`src/rtl/core/pvm_pkg.sv`:
```
// ----------------------------------------------------------------------------
// pvm_pkg
// Shared types, field widths and constants of the pack voltage monitor.
// ----------------------------------------------------------------------------
package pvm_pkg;

	localparam int NOW_W    = 32;
	localparam int MV_W     = 12;
	localparam int EXT_W    = 24;
	localparam int VOLT_W   = 22;
	localparam int RATIO_W  = 24;
	localparam int ALPHA_W  = 17;
	localparam int INTV_W   = 16;
	localparam int FRAC_W   = 16;

	localparam int PROD1_W  = MV_W + RATIO_W;
	localparam int PROD2_W  = PROD1_W + RATIO_W;
	localparam int NUM_W    = PROD2_W - FRAC_W;
	localparam int QUOT_W   = 34;
	localparam int REM_W    = 10;
	localparam int SUM_W    = QUOT_W + 2;

	localparam int S_TDATA_W = 72;
	localparam int S_TUSER_W = 1;
	localparam int M_TDATA_W = 24;
	localparam int M_TUSER_W = 4;
	localparam int APB_AW    = 5;
	localparam int APB_DW    = 32;

	localparam int VOLT_MAX   = 3932160;
	localparam int ADC_MV_MAX = 3300;
	localparam int MV_PER_V   = 1000;
	localparam int Q16_ONE    = 65536;
	localparam int ROUND_BIAS = (MV_PER_V * Q16_ONE) / 2;

	localparam logic [2:0] REG_SOURCE_SELECT = 3'd0;
	localparam logic [2:0] REG_PIN_ASSIGNED  = 3'd1;
	localparam logic [2:0] REG_DIVIDER_RATIO = 3'd2;
	localparam logic [2:0] REG_CAL_GAIN      = 3'd3;
	localparam logic [2:0] REG_CAL_OFFSET    = 3'd4;
	localparam logic [2:0] REG_SMOOTH_ALPHA  = 3'd5;
	localparam logic [2:0] REG_INTERVAL_MS   = 3'd6;

	typedef enum logic [1:0] {
		STS_OK      = 2'd0,
		STS_NOT_CFG = 2'd1,
		STS_ADC_INV = 2'd2,
		STS_RANGE   = 2'd3
	} status_t;

	typedef struct packed {
		logic                      source_select;
		logic                      pin_assigned;
		logic [RATIO_W-1:0]        divider_ratio;
		logic [RATIO_W-1:0]        cal_gain;
		logic signed [EXT_W-1:0]   cal_offset;
		logic [ALPHA_W-1:0]        smooth_alpha;
		logic [INTV_W-1:0]         interval_ms;
	} cfg_t;

endpackage

```
`src/rtl/core/pvm_regs.sv`:
```
// ----------------------------------------------------------------------------
// pvm_regs
// APB configuration registers of the pack voltage monitor.
// ----------------------------------------------------------------------------
module pvm_regs (
	input  logic                          clk,
	input  logic                          arst_n,
	input  logic                          psel,
	input  logic                          penable,
	input  logic                          pwrite,
	input  logic [pvm_pkg::APB_AW-1:0]    paddr,
	input  logic [pvm_pkg::APB_DW-1:0]    pwdata,
	output logic [pvm_pkg::APB_DW-1:0]    prdata,
	output logic                          pready,
	output pvm_pkg::cfg_t                 cfg
);
	import pvm_pkg::*;

	cfg_t       cfg_q;
	logic       wr_en;
	logic [2:0] idx;

	assign pready = 1'b1;
	assign wr_en  = psel && penable && pwrite && pready;
	assign idx    = paddr[APB_AW-1:2];
	assign cfg    = cfg_q;

	always_ff @(posedge clk or negedge arst_n) begin
		if (!arst_n) begin
			cfg_q.source_select <= 1'b0;
			cfg_q.pin_assigned  <= 1'b0;
			cfg_q.divider_ratio <= RATIO_W'(Q16_ONE);
			cfg_q.cal_gain      <= RATIO_W'(Q16_ONE);
			cfg_q.cal_offset    <= '0;
			cfg_q.smooth_alpha  <= ALPHA_W'(6554);
			cfg_q.interval_ms   <= INTV_W'(1000);
		end else if (wr_en) begin
			unique case (idx)
				REG_SOURCE_SELECT: cfg_q.source_select <= pwdata[0];
				REG_PIN_ASSIGNED:  cfg_q.pin_assigned  <= pwdata[0];
				REG_DIVIDER_RATIO: cfg_q.divider_ratio <= pwdata[RATIO_W-1:0];
				REG_CAL_GAIN:      cfg_q.cal_gain      <= pwdata[RATIO_W-1:0];
				REG_CAL_OFFSET:    cfg_q.cal_offset    <= pwdata[EXT_W-1:0];
				REG_SMOOTH_ALPHA:  cfg_q.smooth_alpha  <= pwdata[ALPHA_W-1:0];
				REG_INTERVAL_MS:   cfg_q.interval_ms   <= pwdata[INTV_W-1:0];
				default: ;
			endcase
		end
	end

	always_comb begin
		unique case (idx)
			REG_SOURCE_SELECT: prdata = APB_DW'(cfg_q.source_select);
			REG_PIN_ASSIGNED:  prdata = APB_DW'(cfg_q.pin_assigned);
			REG_DIVIDER_RATIO: prdata = APB_DW'(cfg_q.divider_ratio);
			REG_CAL_GAIN:      prdata = APB_DW'(cfg_q.cal_gain);
			REG_CAL_OFFSET:    prdata = APB_DW'(cfg_q.cal_offset);
			REG_SMOOTH_ALPHA:  prdata = APB_DW'(cfg_q.smooth_alpha);
			REG_INTERVAL_MS:   prdata = APB_DW'(cfg_q.interval_ms);
			default:           prdata = '0;
		endcase
	end

endmodule

```
`src/rtl/core/pvm_scale.sv`:
```
// ----------------------------------------------------------------------------
// pvm_scale
// Bit-serial ADC scaling: mv * divider * gain, rounded, divided by 1000 * 2^16.
// ----------------------------------------------------------------------------
module pvm_scale (
	input  logic                          clk,
	input  logic                          arst_n,
	input  logic                          start,
	input  logic [pvm_pkg::MV_W-1:0]      mv,
	input  logic [pvm_pkg::RATIO_W-1:0]   divider,
	input  logic [pvm_pkg::RATIO_W-1:0]   gain,
	output logic                          done,
	output logic [pvm_pkg::QUOT_W-1:0]    quot
);
	import pvm_pkg::*;

	typedef enum logic [2:0] {
		P_IDLE,
		P_MUL1,
		P_MUL2,
		P_ROUND,
		P_DIV
	} phase_t;

	phase_t               phase_q;
	logic [5:0]           cnt_q;
	logic [MV_W-1:0]      mv_q;
	logic [RATIO_W-1:0]   div_q;
	logic [RATIO_W-1:0]   gain_q;
	logic [PROD1_W-1:0]   prod1_q;
	logic [PROD2_W-1:0]   prod2_q;
	logic [NUM_W-1:0]     num_q;
	logic [REM_W-1:0]     rem_q;
	logic                 done_q;

	logic [REM_W:0]       trial;
	logic                 trial_ge;
	logic [REM_W:0]       trial_sub;
	logic [PROD2_W-1:0]   rounded;

	assign trial     = {rem_q, num_q[NUM_W-1]};
	assign trial_ge  = trial >= (REM_W+1)'(MV_PER_V);
	assign trial_sub = trial - (REM_W+1)'(MV_PER_V);
	assign rounded   = prod2_q + PROD2_W'(ROUND_BIAS);
	assign done      = done_q;
	assign quot      = num_q[QUOT_W-1:0];

	always_ff @(posedge clk or negedge arst_n) begin
		if (!arst_n) begin
			phase_q <= P_IDLE;
			cnt_q   <= '0;
			mv_q    <= '0;
			div_q   <= '0;
			gain_q  <= '0;
			prod1_q <= '0;
			prod2_q <= '0;
			num_q   <= '0;
			rem_q   <= '0;
			done_q  <= 1'b0;
		end else begin
			done_q <= 1'b0;
			unique case (phase_q)
				P_IDLE: begin
					if (start) begin
						mv_q    <= mv;
						div_q   <= divider;
						gain_q  <= gain;
						prod1_q <= '0;
						cnt_q   <= 6'(MV_W - 1);
						phase_q <= P_MUL1;
					end
				end
				P_MUL1: begin
					prod1_q <= {prod1_q[PROD1_W-2:0], 1'b0}
						+ (mv_q[MV_W-1] ? PROD1_W'(div_q) : '0);
					mv_q <= {mv_q[MV_W-2:0], 1'b0};
					if (cnt_q == '0) begin
						prod2_q <= '0;
						cnt_q   <= 6'(RATIO_W - 1);
						phase_q <= P_MUL2;
					end else begin
						cnt_q <= cnt_q - 6'd1;
					end
				end
				P_MUL2: begin
					prod2_q <= {prod2_q[PROD2_W-2:0], 1'b0}
						+ (gain_q[RATIO_W-1] ? PROD2_W'(prod1_q) : '0);
					gain_q <= {gain_q[RATIO_W-2:0], 1'b0};
					if (cnt_q == '0) begin
						phase_q <= P_ROUND;
					end else begin
						cnt_q <= cnt_q - 6'd1;
					end
				end
				P_ROUND: begin
					num_q   <= rounded[PROD2_W-1:FRAC_W];
					rem_q   <= '0;
					cnt_q   <= 6'(NUM_W - 1);
					phase_q <= P_DIV;
				end
				P_DIV: begin
					rem_q <= trial_ge ? trial_sub[REM_W-1:0] : trial[REM_W-1:0];
					num_q <= {num_q[NUM_W-2:0], trial_ge};
					if (cnt_q == '0) begin
						done_q  <= 1'b1;
						phase_q <= P_IDLE;
					end else begin
						cnt_q <= cnt_q - 6'd1;
					end
				end
				default: phase_q <= P_IDLE;
			endcase
		end
	end

endmodule

```
`src/rtl/core/pvm_ema.sv`:
```
// ----------------------------------------------------------------------------
// pvm_ema
// Bit-serial EMA update: (ema * 2^16 + alpha * (v - ema) + 2^15) >> 16.
// ----------------------------------------------------------------------------
module pvm_ema (
	input  logic                          clk,
	input  logic                          arst_n,
	input  logic                          start,
	input  logic [pvm_pkg::VOLT_W-1:0]    ema,
	input  logic [pvm_pkg::VOLT_W-1:0]    sample,
	input  logic [pvm_pkg::ALPHA_W-1:0]   alpha,
	output logic                          done,
	output logic [pvm_pkg::VOLT_W-1:0]    result
);
	import pvm_pkg::*;

	localparam int DIFF_W = VOLT_W + 1;
	localparam int ACC_W  = VOLT_W + FRAC_W + 2;

	typedef enum logic [1:0] {
		E_IDLE,
		E_MUL,
		E_FIN
	} ema_state_t;

	ema_state_t                 state_q;
	logic [4:0]                 cnt_q;
	logic [ALPHA_W-1:0]         a_q;
	logic signed [DIFF_W-1:0]   d_q;
	logic signed [ACC_W-1:0]    acc_q;
	logic [VOLT_W-1:0]          e_q;
	logic                       done_q;
	logic [VOLT_W-1:0]          result_q;

	logic signed [DIFF_W-1:0]   diff;
	logic signed [ACC_W-1:0]    total;

	assign diff   = $signed({1'b0, sample}) - $signed({1'b0, ema});
	assign total  = $signed({2'b00, e_q, {FRAC_W{1'b0}}}) + acc_q
		+ $signed(ACC_W'(Q16_ONE / 2));
	assign done   = done_q;
	assign result = result_q;

	always_ff @(posedge clk or negedge arst_n) begin
		if (!arst_n) begin
			state_q  <= E_IDLE;
			cnt_q    <= '0;
			a_q      <= '0;
			d_q      <= '0;
			acc_q    <= '0;
			e_q      <= '0;
			done_q   <= 1'b0;
			result_q <= '0;
		end else begin
			done_q <= 1'b0;
			unique case (state_q)
				E_IDLE: begin
					if (start) begin
						a_q     <= alpha;
						d_q     <= diff;
						e_q     <= ema;
						acc_q   <= '0;
						cnt_q   <= 5'(ALPHA_W - 1);
						state_q <= E_MUL;
					end
				end
				E_MUL: begin
					acc_q <= (acc_q <<< 1)
						+ (a_q[ALPHA_W-1] ? ACC_W'(d_q) : '0);
					a_q <= {a_q[ALPHA_W-2:0], 1'b0};
					if (cnt_q == '0) begin
						state_q <= E_FIN;
					end else begin
						cnt_q <= cnt_q - 5'd1;
					end
				end
				E_FIN: begin
					result_q <= total[VOLT_W+FRAC_W-1:FRAC_W];
					done_q   <= 1'b1;
					state_q  <= E_IDLE;
				end
				default: state_q <= E_IDLE;
			endcase
		end
	end

endmodule

```
`src/rtl/core/pack_voltage_ema_monitor.sv`:
```
// ----------------------------------------------------------------------------
// pack_voltage_ema_monitor
// Interval-gated pack voltage sampler with calibration and EMA smoothing.
//
//   Port group   Dir  Content (low bit first)
//   s_*          in   tdata: now_ms[31:0], adc_millivolts[43:32],
//                     ext_voltage[67:44]; tuser: ext_ok[0]
//   m_*          out  tdata: filtered_voltage[21:0]; tuser: voltage_valid[0],
//                     status_code[2:1], sample_taken[3]
//   APB          in   registers at byte address 4*index, index 0..6
//
// One request at a time. A tick that takes no sample or fails its checks before scaling
// goes from S_DECIDE straight to S_OUT. An external sample goes on to S_GOOD; an ADC sample
// first passes the bit-serial multipliers (12 + 24 steps), the 44-step divide by 1000 and
// the range check in S_CHECK. A good sample seeds the EMA or, once seeded, runs the 17-step
// EMA multiply; S_OUT then raises m_tvalid once any earlier result has been taken.
// s_tready is high only while idle; a waiting result does not block accept.
// Reset is asynchronous and returns all state and configuration to their reset values.
// ----------------------------------------------------------------------------
module pack_voltage_ema_monitor (
	input  logic                            clk,
	input  logic                            arst_n,
	input  logic                            s_tvalid,
	output logic                            s_tready,
	input  logic [pvm_pkg::S_TDATA_W-1:0]   s_tdata,   // now_ms, adc_millivolts, ext_voltage
	input  logic [pvm_pkg::S_TUSER_W-1:0]   s_tuser,   // ext_ok
	output logic                            m_tvalid,
	input  logic                            m_tready,
	output logic [pvm_pkg::M_TDATA_W-1:0]   m_tdata,   // filtered_voltage
	output logic [pvm_pkg::M_TUSER_W-1:0]   m_tuser,   // voltage_valid, status_code, sample_taken
	input  logic                            psel,
	input  logic                            penable,
	input  logic                            pwrite,
	input  logic [pvm_pkg::APB_AW-1:0]      paddr,
	input  logic [pvm_pkg::APB_DW-1:0]      pwdata,
	output logic [pvm_pkg::APB_DW-1:0]      prdata,
	output logic                            pready
);
	import pvm_pkg::*;

	typedef enum logic [2:0] {
		S_IDLE,
		S_DECIDE,
		S_SCALE,
		S_CHECK,
		S_GOOD,
		S_EMA,
		S_OUT
	} state_t;

	cfg_t                    cfg;
	state_t                  state_q;
	logic [NOW_W-1:0]        now_q;
	logic [MV_W-1:0]         mv_q;
	logic signed [EXT_W-1:0] ext_q;
	logic                    ext_ok_q;
	logic [VOLT_W-1:0]       ema_q;
	logic                    seeded_q;
	logic [NOW_W-1:0]        last_q;
	logic [VOLT_W-1:0]       held_q;
	logic                    held_valid_q;
	status_t                 status_q;
	logic                    sampled_q;
	logic [VOLT_W-1:0]       v_q;
	logic                    scale_start_q;
	logic                    ema_start_q;
	logic                    m_tvalid_q;
	logic [M_TDATA_W-1:0]    m_tdata_q;
	logic [M_TUSER_W-1:0]    m_tuser_q;

	logic                    avail;
	logic [NOW_W-1:0]        elapsed;
	logic                    due;
	logic                    ext_bad;
	logic                    mv_bad;
	logic                    scale_done;
	logic [QUOT_W-1:0]       quot;
	logic signed [SUM_W-1:0] v_full;
	logic                    v_bad;
	logic [ALPHA_W-1:0]      alpha_sat;
	logic                    ema_done;
	logic [VOLT_W-1:0]       ema_res;

	pvm_regs u_regs (
		.clk     (clk),
		.arst_n  (arst_n),
		.psel    (psel),
		.penable (penable),
		.pwrite  (pwrite),
		.paddr   (paddr),
		.pwdata  (pwdata),
		.prdata  (prdata),
		.pready  (pready),
		.cfg     (cfg)
	);

	pvm_scale u_scale (
		.clk     (clk),
		.arst_n  (arst_n),
		.start   (scale_start_q),
		.mv      (mv_q),
		.divider (cfg.divider_ratio),
		.gain    (cfg.cal_gain),
		.done    (scale_done),
		.quot    (quot)
	);

	pvm_ema u_ema (
		.clk    (clk),
		.arst_n (arst_n),
		.start  (ema_start_q),
		.ema    (ema_q),
		.sample (v_q),
		.alpha  (alpha_sat),
		.done   (ema_done),
		.result (ema_res)
	);

	assign avail     = !cfg.source_select || cfg.pin_assigned;
	assign elapsed   = now_q - last_q;
	assign due       = elapsed >= NOW_W'(cfg.interval_ms);
	assign ext_bad   = !ext_ok_q || ext_q[EXT_W-1]
		|| (ext_q > $signed(EXT_W'(VOLT_MAX)));
	assign mv_bad    = (mv_q == '0) || (mv_q > MV_W'(ADC_MV_MAX));
	assign v_full    = $signed({2'b00, quot}) + SUM_W'(cfg.cal_offset);
	assign v_bad     = v_full[SUM_W-1] || (v_full > $signed(SUM_W'(VOLT_MAX)));
	assign alpha_sat = (cfg.smooth_alpha > ALPHA_W'(Q16_ONE))
		? ALPHA_W'(Q16_ONE) : cfg.smooth_alpha;

	assign s_tready = (state_q == S_IDLE);
	assign m_tvalid = m_tvalid_q;
	assign m_tdata  = m_tdata_q;
	assign m_tuser  = m_tuser_q;

	always_ff @(posedge clk or negedge arst_n) begin
		if (!arst_n) begin
			state_q       <= S_IDLE;
			now_q         <= '0;
			mv_q          <= '0;
			ext_q         <= '0;
			ext_ok_q      <= 1'b0;
			ema_q         <= '0;
			seeded_q      <= 1'b0;
			last_q        <= '0;
			held_q        <= '0;
			held_valid_q  <= 1'b0;
			status_q      <= STS_NOT_CFG;
			sampled_q     <= 1'b0;
			v_q           <= '0;
			scale_start_q <= 1'b0;
			ema_start_q   <= 1'b0;
			m_tvalid_q    <= 1'b0;
			m_tdata_q     <= '0;
			m_tuser_q     <= '0;
		end else begin
			scale_start_q <= 1'b0;
			ema_start_q   <= 1'b0;
			if (m_tvalid_q && m_tready) begin
				m_tvalid_q <= 1'b0;
			end
			unique case (state_q)
				S_IDLE: begin
					if (s_tvalid) begin
						now_q    <= s_tdata[NOW_W-1:0];
						mv_q     <= s_tdata[NOW_W+MV_W-1:NOW_W];
						ext_q    <= s_tdata[NOW_W+MV_W+EXT_W-1:NOW_W+MV_W];
						ext_ok_q <= s_tuser[0];
						state_q  <= S_DECIDE;
					end
				end
				S_DECIDE: begin
					sampled_q <= 1'b0;
					state_q   <= S_OUT;
					if (!avail) begin
						status_q <= STS_NOT_CFG;
					end else if (due) begin
						sampled_q <= 1'b1;
						last_q    <= now_q;
						if (!cfg.source_select) begin
							if (ext_bad) begin
								status_q     <= STS_ADC_INV;
								held_valid_q <= 1'b0;
								held_q       <= '0;
							end else begin
								v_q     <= ext_q[VOLT_W-1:0];
								state_q <= S_GOOD;
							end
						end else if (mv_bad) begin
							status_q <= STS_ADC_INV;
						end else begin
							scale_start_q <= 1'b1;
							state_q       <= S_SCALE;
						end
					end
				end
				S_SCALE: begin
					if (scale_done) begin
						state_q <= S_CHECK;
					end
				end
				S_CHECK: begin
					if (v_bad) begin
						status_q <= STS_RANGE;
						state_q  <= S_OUT;
					end else begin
						v_q     <= v_full[VOLT_W-1:0];
						state_q <= S_GOOD;
					end
				end
				S_GOOD: begin
					if (!seeded_q) begin
						ema_q        <= v_q;
						seeded_q     <= 1'b1;
						held_q       <= v_q;
						held_valid_q <= 1'b1;
						status_q     <= STS_OK;
						state_q      <= S_OUT;
					end else begin
						ema_start_q <= 1'b1;
						state_q     <= S_EMA;
					end
				end
				S_EMA: begin
					if (ema_done) begin
						ema_q        <= ema_res;
						held_q       <= ema_res;
						held_valid_q <= 1'b1;
						status_q     <= STS_OK;
						state_q      <= S_OUT;
					end
				end
				S_OUT: begin
					if (!m_tvalid_q || m_tready) begin
						m_tvalid_q <= 1'b1;
						m_tdata_q  <= M_TDATA_W'(held_valid_q ? held_q : '0);
						m_tuser_q  <= {sampled_q, status_q, held_valid_q};
						state_q    <= S_IDLE;
					end
				end
				default: state_q <= S_IDLE;
			endcase
		end
	end

	a_invalid_reads_zero: assert property (@(posedge clk) disable iff (!arst_n)
		m_tvalid && !m_tuser[0] |-> m_tdata[VOLT_W-1:0] == '0)
		else $error("filtered voltage nonzero while not valid");

	a_ok_means_valid: assert property (@(posedge clk) disable iff (!arst_n)
		m_tvalid && (m_tuser[2:1] == STS_OK) |-> m_tuser[0])
		else $error("status ok without valid voltage");

	a_one_request: assert property (@(posedge clk) disable iff (!arst_n)
		s_tvalid && s_tready |=> !s_tready)
		else $error("second request taken while busy");

	a_seed_sticks: assert property (@(posedge clk) disable iff (!arst_n)
		!$fell(seeded_q))
		else $error("EMA seed lost");

	a_held_in_range: assert property (@(posedge clk) disable iff (!arst_n)
		held_q <= VOLT_W'(VOLT_MAX))
		else $error("held voltage above full scale");

endmodule
```
`config.mk`:
```
export PLATFORM = sky130hd
export DESIGN_NAME = pack_voltage_ema_monitor
export DESIGN_NICKNAME = d
export VERILOG_FILES = /design/src/rtl/core/pvm_pkg.sv /design/src/rtl/core/pvm_regs.sv /design/src/rtl/core/pvm_scale.sv /design/src/rtl/core/pvm_ema.sv /design/src/rtl/core/pack_voltage_ema_monitor.sv
export SDC_FILE = /design/constraint.sdc
export NUM_CORES = 2
export LEC_CHECK = 0
export BUFFER_PORTS_ARGS = -buffer_cell sky130_fd_sc_hd__buf_2
export CAP_MARGIN = 20
export CORE_ASPECT_RATIO = 1.75
export CORE_MARGIN = 2
export CORE_UTILIZATION = 57
export DETAILED_ROUTE_END_ITERATION = 12
export PLACE_DENSITY = 0.78
export SLEW_MARGIN = 10
export SYNTH_ARGS = -nofsm -noshare
export SYNTH_HDL_FRONTEND = slang
export SYNTH_SLANG_ARGS = --single-unit
```
`constraint.sdc`:
```
create_clock -name clk -period 4.5 [get_ports clk]
set_input_delay 0.225 -clock clk [delete_from_list [all_inputs] [get_ports clk]]
set_output_delay 0.225 -clock clk [all_outputs]
set_load 0.02 [all_outputs]
```
==> flow_summary.json <==
{
  "fp-row-count": 126,
  "cts_sinks": 661,
  "synthArstFlopShare_pct": 100,
  "yosys_warnings": 0,
  "cellPowerDensity_nw_per_um2": 582,
  "slew_headroom_pct": 25.1,
  "max-vdd-ir-drop_v": 0.000536,
  "viasPerCell": 6.13,
  "io_buffers": 162,
  "grt_setup_unrepaired": "true",
  "synth_edf_count": 0,
  "h-tree-depth": 2,
  "track_usage_pct": 32.0,
  "cts.path.max_buffers": 3,
  "ys_seq_area_share_pct": 42.7,
  "ioPinCount": 180,
  "grt_pass1_vias": 33123,
  "r2r-end": "last_q[10]",
  "violations": "negative setup slack",
  "fin_skew_ns": 0.0373,
  "final_max_slew_viol_count": 0,
  "drt-pass1-iter-count": 8,
  "grt_pass1_wl_um": 178000,
  "core_area_um2": 67300,
  "tightestPinTransition_ns": 1.12,
  "outcome": "finished with violations",
  "post-route-cell-area_um2": 44800,
  "cap_violations": 0,
  "final_layout_size_suffix_gt1_share_pct": 16.2,
  "place_congestion": 1.05,
  "dieHeight_um": 349,
  "hold_path_depth": 4,
  "critPathRequiredTime_ns": 5.07,
  "layout_commonest_cell": "dfrtp_1",
  "final.min_clock_period_ns": 4.78,
  "endpoint_kind": "register",
  "clk_latency_ns": 0.69,
  "placed_cell_area_um2": 41100,
  "place_ws_ns": -0.238,
  "r2r_cells": 19,
  "crit_start": "now_q[12]",
  "fillers": 5238,
  "hp-class": "in2reg",
  "cts_tree": "yes",
  "path_clk_slew_ns": 0.07,
  "syn_area_um2": 38800,
  "path_class": "reg2reg",
  "whs_endpoint": "u_regs.cfg[106]",
  "numCtsBuffers": 60,
  "r2r_start": "now_q[12]",
  "drt_iter0_drc": 2553,
  "cp_max_fo": 14,
  "ant_nets": 0,
  "syn-instance-count": 4104,
  "wl_per_cell_um": 21.1,
  "whs_ns": 0.124,
  "antenna_found_initial": 2,
  "layout_common_cells": "645 x dfrtp_1, 511 x nand2_1, 343 x o21ai_0",
  "r2r_slack_ns": -0.28,
  "initial_core_util_pct": 57.6,
  "drc_errors": 0,
  "syn_avg_cell_area_um2": 9.44,
  "dp_hpwl_um": 79800,
  "min-delay-start": "paddr[3]",
  "ys_types": 85,
  "grt_max_degree": 117,
  "crit_arrival_ns": 5.35,
  "ys.flop_type": "dfrtp_1",
  "period_share_pct": 106,
  "wl_um": 112000,
  "hold_viol": 0,
  "via_count": 32666,
  "ys_ff_latch": 661,
  "dieWidth_um": 201,
  "grt_overflow_total": 0,
  "clock.fmax_mhz": 209,
  "setup_viol": 79,
  "dieArea_um2": 70200,
  "cp-start-kind": "register",
  "setup_slack_ns": -0.276,
  "layout.nets": 4729,
  "leakagePower_nw": 21.8,
  "area_growth_pct": 15.6,
  "cts-root-buf": "clkbuf_16"
}
## cell families after synthesis
group                    count (synthesis)  synth area share, %
multiplexers                           233                 6.65
adder cells (fa/ha/maj)                233                 7.65
buffers and inverters                  353                 3.59
XOR/XNOR                               243                 5.49
other                                    2               0.0194
AO/OA/AOI/OAI                         1118                 18.6
AND/OR/NAND/NOR                       1261                 15.2
flip-flops                             661                 42.7
## flip-flops by register name, summed over array words and instances, names as in the netlist, 23 cells and up
signal           count
u_regs.cfg         107
u_scale.prod2_q     60
u_scale.num_q       44
u_ema.acc_q         38
u_scale.prod1_q     36
last_q              32
now_q               32
ext_q               24
u_scale.div_q       24
u_scale.gain_q      24
u_ema.d_q           23
## timing repair
action | CTS | global route
gates cloned | 3 | 1
hold endpoints to repair | 270 | 0
pin swaps | 6 | 14
buffers inserted | 5 | 3
gates resized for setup | 55 | 27
endpoints found under the setup margin | 80 | 84
hold buffers | 96 | 0
## worst max-delay path by stage
stage                       to  slack [ns]  cells past startpoint
finish              last_q[10]       -0.28                     19
floorplan           last_q[10]        0.11                     17
global placement       v_q[19]       -0.17                     23
global route           v_q[17]       -0.42                     21
detailed placement  last_q[11]       -0.24                     21
CTS                    v_q[15]        -0.1                     23
## area by class of cell
cell class	count	area (um^2)	share of cell area (%)
Multi-Input combinational cell	3092	21200	47.3
Sequential cell	661	16600	37.0
Timing Repair Buffer	413	3150	7.04
Clock buffer	74	1670	3.74
Tap cell	896	1120	2.50
Inverter	152	571	1.27
Clock inverter	40	526	1.17
Antenna cell	1	2.50	0.00559
## cells in the mapped netlist, drive strengths merged (8+ instances only)
| master | n | area share (%) |
|---|---|---|
| nand3 | 102 | 1.3 |
| a21o | 145 | 2.8 |
| and2 | 102 | 1.6 |
| a221o | 18 | 0.46 |
| nor2 | 248 | 2.4 |
| nand2 | 514 | 5.0 |
| dfrtp | 645 | 42 |
| nand3b | 8 | 0.15 |
| a22o | 34 | 0.77 |
| a22oi | 47 | 0.91 |
| nor4 | 21 | 0.34 |
| nand4 | 35 | 0.56 |
| o21ai | 348 | 4.5 |
| nand2b | 42 | 0.68 |
| mux2i | 36 | 0.93 |
| xor2 | 124 | 2.8 |
| o22ai | 38 | 0.61 |
| and3 | 38 | 0.61 |
| o22a | 21 | 0.47 |
| o31a | 9 | 0.20 |
| inv | 152 | 1.5 |
| o221ai | 11 | 0.25 |
| o31ai | 17 | 0.33 |
| nor3 | 43 | 0.56 |
| mux2 | 197 | 5.7 |
| and4 | 8 | 0.18 |
| or2 | 19 | 0.31 |
| nor2b | 35 | 0.56 |
| xnor2 | 119 | 2.7 |
| o211ai | 11 | 0.21 |
| or3 | 17 | 0.27 |
| o21bai | 25 | 0.48 |
| a21oi | 211 | 2.7 |
| ha | 225 | 7.3 |
| a211oi | 26 | 0.50 |
| clkbuf | 177 | 1.7 |
| or4 | 11 | 0.21 |
| a211o | 8 | 0.18 |
| dfstp | 16 | 1.1 |
| a222oi | 15 | 0.39 |
| o21a | 45 | 0.87 |
| buf | 24 | 0.41 |
| a31oi | 25 | 0.40 |
| a2111oi | 8 | 0.23 |
## worst max-delay path: stages, from the launching register on
cell,delay (ns)
dfrtp_1,0.44
ha_1,0.39
inv_1,0.15
nor2_1,0.10
or4_4,0.54
a31oi_4,0.19
nor2_2,0.07
xor2_1,0.16
ha_1,0.34
nand4_1,0.14
nor2_1,0.07
o2bb2ai_1,0.13
or4_4,0.51
nor4_4,0.30
buf_4,0.15
nand4_1,0.10
buf_6,0.18
nand3_4,0.17
buf_16,0.21
mux2_4,0.33
## where the power goes
part / switching, mW / total, mW / internal [mW] / leakage, nW
Clock: 2.51 / 5.71 / 3.19 / 1.08
Combinational: 6.45 / 11.3 / 4.88 / 12.1
Sequential: 1.49 / 9.05 / 7.56 / 8.63
## per-stage QoR
step	utilization, %	setup TNS [ns]	total power, mW	instances
final	66.6	-18.71	26.1	5329
after global routing	66.5	-30.52	27.6	5328
after CTS	66.3	-4.81	25.5	5322
after detailed placement	61.1	-15.63	19.5	5105
after global placement	61.1	-10.61	19.2	5104
after floorplan	-	0	16.1	4105
## layer usage
metal  wire [um]  GRT usage [%]  share of wire [%]
met1       41900           36.4                 37
met5          14              0              0.012
met4        9070           22.3                8.1
met2       55100           55.5                 49
met3        6270           4.50                5.6
Note: power is estimated with default switching activity, not from simulation.
